$ cat src/hw/rtl/linked_multi_queue_compacting_macros.svh
// Assertion helpers for the linked multi-queue.
`ifndef LINKED_MULTI_QUEUE_COMPACTING_MACROS_SVH
`define LINKED_MULTI_QUEUE_COMPACTING_MACROS_SVH
`define LMQ_ASSERT_IMP(label, a, c) \
   label: assert property (@(posedge clock) disable iff (reset) (a) |-> (c)) \
      else $error("assertion failed");
`define LMQ_ASSERT_NEXT(label, a, c) \
   label: assert property (@(posedge clock) disable iff (reset) (a) |=> (c)) \
      else $error("assertion failed");
`endif

$ cat src/hw/rtl/lmqc_pkg.sv
package lmqc_pkg;
   typedef enum logic [1:0] {
      CMD_CREATE  = 2'd0,
      CMD_DESTROY = 2'd1,
      CMD_ENQ     = 2'd2,
      CMD_DEQ     = 2'd3
   } cmd_type;

   typedef enum logic [2:0] {
      ST_OK       = 3'd0,
      ST_BAD_ID   = 3'd1,
      ST_INACTIVE = 3'd2,
      ST_EMPTY    = 3'd3,
      ST_FULL     = 3'd4,
      ST_NO_QUEUE = 3'd5
   } status_type;

   typedef struct packed {
      cmd_type    cmd;
      logic [5:0] queue_id;
      logic [7:0] value;
   } item_type;

   typedef enum logic [3:0] {
      BK_IDLE,
      BK_DECIDE,
      BK_ENQ_RD,
      BK_ENQ_WR,
      BK_POP_RD,
      BK_POP_LAST,
      BK_POP_FIX1,
      BK_POP_FIX2,
      BK_POP_QFIX,
      BK_POP_QSCAN,
      BK_RESULT
   } back_state_type;
endpackage

$ cat src/hw/rtl/lmqc_front.sv
module lmqc_front (
   input  logic                clock,
   input  logic                reset,
   input  logic                req_valid,
   output logic                req_stall,
   input  logic [1:0]          req_cmd,
   input  logic [5:0]          req_queue_id,
   input  logic [7:0]          req_value,
   output logic                q_valid,
   input  logic                q_pop,
   output lmqc_pkg::item_type  q_item
);
   import lmqc_pkg::*;

   item_type   buf_ff [2];
   logic [1:0] cnt_ff, cnt_in;
   logic       wp_ff, wp_in, rp_ff, rp_in;
   logic       push;

   assign req_stall = cnt_ff == 2'd2;
   assign push      = req_valid && !req_stall;
   assign q_valid   = cnt_ff != 2'd0;
   assign q_item    = buf_ff[rp_ff];

   always_comb begin
      wp_in  = push ? ~wp_ff : wp_ff;
      rp_in  = q_pop ? ~rp_ff : rp_ff;
      cnt_in = cnt_ff + {1'b0, push} - {1'b0, q_pop};
   end

   always_ff @(posedge clock) begin
      if (reset) begin
         cnt_ff <= 2'd0;
         wp_ff  <= 1'b0;
         rp_ff  <= 1'b0;
      end else begin
         cnt_ff <= cnt_in;
         wp_ff  <= wp_in;
         rp_ff  <= rp_in;
      end
      if (push) begin
         buf_ff[wp_ff] <= '{cmd: cmd_type'(req_cmd), queue_id: req_queue_id, value: req_value};
      end
   end
endmodule

$ cat config.mk
export PLATFORM = sky130hd
export DESIGN_NAME = lmqc_front
export DESIGN_NICKNAME = d
export VERILOG_FILES = /design/src/hw/rtl/linked_multi_queue_compacting_macros.svh /design/src/hw/rtl/lmqc_pkg.sv /design/src/hw/rtl/lmqc_front.sv
export SDC_FILE = /design/constraint.sdc
export NUM_CORES = 1
export LEC_CHECK = 0
export BUFFER_PORTS_ARGS = -buffer_cell sky130_fd_sc_hd__buf_2
export CORE_AREA = 2 2 59 61
export CTS_BUF_LIST = sky130_fd_sc_hd__clkbuf_4 sky130_fd_sc_hd__clkbuf_8
export CTS_CLUSTER_DIAMETER = 200
export DETAILED_ROUTE_END_ITERATION = 7
export DIE_AREA = 0 0 61 63
export PLACE_DENSITY = 0.82
export SKIP_LAST_GASP = 1
export SYNTH_ARGS = -nofsm -noshare
export SYNTH_HDL_FRONTEND = slang
export SYNTH_SLANG_ARGS = --single-unit
$ cat constraint.sdc
create_clock -name clock -period 1.4 [get_ports clock]
set_input_delay 0.28 -clock clock [delete_from_list [all_inputs] [get_ports clock]]
set_output_delay 0.28 -clock clock [all_outputs]
set_load 0.01 [all_outputs]
==> results.md, run 1 <==
* Status: complete, but fails checks
* Failing checks: negative setup slack
* Leak at 0.839 nW
* Path type of the worst setup path: flip-flop to output pin
* Worst Path Required at 1.12 ns
* Worst setup SP type: flip-flop
* Clock H-tree levels at 2
* Post-route setup slack at -0.189 ns
* Layout area overhead at 50.5%
* Max clock buf depth at 2
* Worst rel slew slack at about 84%
* Final worst hold slack at 0.140 ns
* Asr flop ratio synth at 0%
* Vias at 816
* Hold Fails Final Rpt at 0
* Skew final at 0.00896 ns
* Clk root buf: clkbuf_4
* Cells after Synth at 75
* Num CTS Buffers at 5
* Worst skew pair latency at 0.32 ns
* Post-synth top area share at 69.4%
* Row Count at 21
* Mapped Area at 1380 µm²
* Synth Register Bits at 37
* Die extent in x at 61 µm
* Final Total Pwr at roughly 3.2 mW
* I/O pin count at 38
* Final Setup Violations at 34
* GR Util All Layers at 12.6%
* Worst hold path type: input port to flip-flop
* Setup TNS at -4.83 ns
* Mapped Nets at 97
* Post-Syn Area per Cell at 18.5 µm²
* Crit path DAT at 1.31 ns
* RSZ-0062 raised after global routing: true
* Clk slew on worst S/H paths at approximately 0.10 ns
* Number of flops mapped to enable cells by yosys at 32
* Final Critical Period at 1.59 ns
* Area leader, netlist: edfxtp_1
* Die area at 3840 µm²
* Total Nets Final at 149
* Share of cells above drive strength 1 at 65.6%
* Post-route DRC at 0
* Least-Margin Pin Slew at 0.245 ns
* FMAX at about 0.63 GHz
* Initial antenna violation count at 0
* N_diodes at 0
* Placed cell area at ~1700 µm²
* Yosys cell types at 19
* Wire length of the first global-routing pass at 3420 µm
* Final Max Slew Viols at 0
* Total wire length at 2620 µm
* Setup WS pre-CTS at -0.0722 ns
* Period utilization at 113%
* Placed insts at around 160
* CP Max Fanout at 8
* Initial Utilization at 42.8%
* Ys Warns at 0
* Vias in the first global route at 814
* CTS tree: done
* Via/cell ratio at 4.69
* Top cells by area, synth: edfxtp_1, mux2_2, dfxtp_1
* Worst setup EP type: output pin
* Synth cell count leaders: edfxtp_1, mux2_2, dfxtp_1
* Most numerous cell in the Yosys netlist: edfxtp_1
* Post-route non-filler standard cell count at 174
* Fin util at between 60 and 70%
* Commonest register cell after synthesis: edfxtp_1
* Maximum vdd drop at 1.20 mV
* DRT antenna net count at 0
* GRT overflow at 0
* PortBufs at 37
* Largest net degree at the start of global routing at 17
* Pre-antenna DRT Iters at 5
* # clock sinks at 37
* Drt wl/cell at 15.1 µm
* Routability cong. at about 0.63
* Core Area at 3230 µm²
* Post-synthesis sequential area ratio at 76.7%
* DR iter-0 viols at 18
* Max Cap Viol at 0
* DP HPWL at roughly 1400 µm
* Chip height at 63 µm
* Finished Cell Area at 2080 µm²
* Power Density at 1550 nW/µm²
## sequential cells by signal, summed over array words and instances (netlist names), named ones only
name and count:
wp_ff 1, cnt_ff 2, rp_ff 1, buf_ff 32
## cells by family after synthesis
group | count (synthesis) | share of synthesized area [%]
AOI/OAI and AO/OA | 2 | 0.723
DFF | 37 | 76.7
buffers and inverters | 6 | 2.26
xor gates and xnor gates | 3 | 1.90
adders and majority gates | 2 | 1.81
and+or+nand+nor | 9 | 3.62
muxes | 16 | 13.0
## power by group
group | switching (mW) | internal, mW
clock network | 0.310 | 0.391
registers | 0.0702 | 1.39
logic | 0.408 | 0.655
## cells in the final DEF (no fill, tap or decap), types with 2 or more instances in the layout
master / instances
ha_4: 2
mux2_4: 16
xnor2_1: 2
dfxtp_1: 2
dfxtp_4: 2
edfxtp_1: 32
clkbuf_4: 6
buf_6: 22
clkbuf_16: 2
buf_12: 2
buf_2: 19
nor2_1: 3
buf_4: 2
## worst paths after layout
kind	depth (start not counted)	end	from	slack, ns
setup / recovery	3	q_item[0]	flip-flop	-0.19
hold / removal	1	buf_ff[1][0]	req_value[0]	0.14
setup reg to reg	6	buf_ff[0][2]	cnt_ff[0]	-0.14
hold reg to reg	2	wp_ff	wp_ff	0.52
## per-layer routing
metal,global-route usage [%],up-vias,routed length [µm]
li1,-,384,-
met5,0,-,0
met3,5.18,5,150
met2,22.3,29,1450
met1,11.7,398,983
met4,6.52,0,40
## repair_timing
item                       CTS  global route
pin swaps                    5             4
buffers inserted             2             4
gates cloned                 0             2
resized for setup           13            42
setup endpoints to repair   20            51
hold buffers                 0             0
## layout make-up
type	instances	area (µm²)
Inverter	4	21.3
Sequential cell	37	1070
Fill cell	248	1150
Tap cell	46	57.6
Timing Repair Buffer	47	448
Clock buffer	6	45.0
Clock inverter	2	33.8
Multi-Input combinational cell	32	408
## worst max-delay path: stages, from the launching register on
cell	delay [ns]
dfxtp_4	0.39
clkbuf_16	0.17
mux2_4	0.31
buf_6	0.12
Power figures use the tool's default switching activity.
==> inputs of run 2 (changes only) <==
- MAX_ROUTING_LAYER: unset -> met4
==> results.md, run 2 (synthesized netlist as in run 1, its figures left out) <==
* CP peak stage delay at 0.39 ns
* CP cell instances: clkbuf_16, mux2_4, buf_6
* Maximum vdd drop at 1.20 mV
* R2R Path End: buf_ff[0][2]
* Pre-antenna DRT Iters at 5
* Die extent in x at 61 µm
* Worst skew pair latency at 0.32 ns
* Worst hold path type: input port to flip-flop
* Status: complete, but fails checks
* Max Cap Viol at 0
* Vias in the first global route at between 800 and 900
* Comb power frac at between 30% and 40%
* Fraction of power consumed by sequential logic at a little under half
* Clock H-tree levels at 2
* Worst rel slew slack at 83.6%
* # clock sinks at 37
* Initial Utilization at 42.8%
* Clk root buf: clkbuf_4
* Skew final at 0.00896 ns
* Hold Fails Final Rpt at 0
* Wire length of the first global-routing pass at 3430 µm
* DP HPWL at 1430 µm
* Clk slew on worst S/H paths at 0.10 ns
* Max reg flops at 32
* Max clock buf depth at 2
* CTS tree: done
* Chip height at 63 µm
* FMAX at 0.629 GHz
* Total Nets Final at 149
* Slowest stage cell, crit path: dfxtp_4
* N_diodes at 0
* Setup TNS at -4.83 ns
* Fin util at 64.5%
* Period utilization at 113%
* Largest register by flop count: buf_ff
* Most common cell after layout, fill and taps aside: edfxtp_1
* CP Max Fanout at 8
* Reg2reg path depth at 6
* GRT overflow at 0
* PortBufs at 37
* DRT antenna net count at 0
* Core Area at 3230 µm²
* GR Util All Layers at 13.0%
* Most frequent cells in the layout: edfxtp_1, buf_6, buf_2
* Power Density at 1550 nW/µm²
* Least-Margin Pin Slew at about 0.24 ns
* # hold bufs at CTS at 0
* Final Total Pwr at approximately 3.2 mW
* RSZ-0062 raised after global routing: true
* Row Count at 21
* Sw frac at 24.4%
* R2R Setup Slk at -0.14 ns
* Drt wl/cell at 15.1 µm
* DR iter-0 viols at 10
* Post-route DRC at 0
* Leak at 0.839 nW
* Failing checks: negative setup slack
* Final Setup Violations at 34
* Worst Hold Depth at 1
* Hold path start: req_value[0]
* Post-route setup slack at -0.189 ns
* Share of cells above drive strength 1 at roughly two thirds
* Layout area overhead at 50.5%
* Power share of the clock group at 21.8%
* Crit path DAT at between 1 and 1.5 ns
* Worst flop-to-flop path startpoint: cnt_ff[0]
* Die area at 3840 µm²
* I/O pin count at 38
* Path type of the worst setup path: flip-flop to output pin
* Largest net degree at the start of global routing at 17
* Internal at 2.43 mW
* Total wire length at 2620 µm
* Vias at 813
* Routability cong. at about 0.63
* Switching pwr at 787 µW
* Final Max Slew Viols at 0
* Initial antenna violation count at 0
* Worst Path Required at 1.12 ns
* Worst setup SP type: flip-flop
* Worst setup EP type: output pin
* Top flop regs: buf_ff: 32 flops, cnt_ff: 2 flops
* Via/cell ratio at 4.67
* Final Critical Period at 1.59 ns
* Num CTS Buffers at 5
* Hold Path End: buf_ff[1][0]
==> run 2: through the flow <==
stage               hold WS [ns]  instance area, µm²  setup slack [ns]  instances
finish                     0.140                2080            -0.189        174
global route               0.104                2080            -0.252        174
CTS                        0.127                1810            -0.216        169
detailed placement         0.474                1670           -0.0722        159
global placement           0.468                1670           0.00584        159
floorplan                  0.349                1390           0.00844         75
==> run 2: how the worst max path moves through the flow <==
stage                    from          to  slack, ns  cells after the start
floorplan           cnt_ff[0]   cnt_ff[1]      0.008                      8
global placement    cnt_ff[0]   cnt_ff[1]      0.006                      8
detailed placement  cnt_ff[0]   cnt_ff[1]      -0.07                      8
CTS                 flip-flop  q_item[13]      -0.22                      3
global route        flip-flop   q_item[0]      -0.25                      3
finish              flip-flop   q_item[0]      -0.19                      3
==> run 2: power groups by stage <==
stage | clock network, mW | logic, mW | registers [mW]
floorplan | 0 | 0.362 | 1.43
global placement | 0 | 0.579 | 1.44
detailed placement | 0 | 0.603 | 1.45
CTS | 0.722 | 0.724 | 1.44
global route | 0.790 | 1.13 | 1.47
finish | 0.700 | 1.06 | 1.46
==> run 2: worst max-delay path, delay by kind of cell, from the launching register on <==
kind | cells | cell delay (ns)
buf+inv | 2 | 0.29
flops | 1 | 0.39
mux | 1 | 0.31
==> run 2: what timing repair did <==
item,CTS,global route
gates cloned,0,2
pin swaps,5,4
gates resized for setup,13,42
setup endpoints to repair,20,51
buffers inserted,2,4
==> run 2: area by class of cell <==
cell class / instances / area, µm²
fillers: 248 / 1150
flip-flops and latches: 37 / 1070
repair buffers: 47 / 448
multi-input cells: 32 / 408
well taps: 46 / 57.6
clock buffers: 6 / 45.0
clock inverters: 2 / 33.8
inverters: 4 / 21.3
==> run 2: metal layers <==
metal  vias to the layer above  track usage [%]  share of wire, %
met4                         0             6.52               1.5
li1                        383                -                 -
met1                       396             11.9                37
met2                        29             22.3                55
met3                         5             5.18               5.7
met5                         -                -                 0
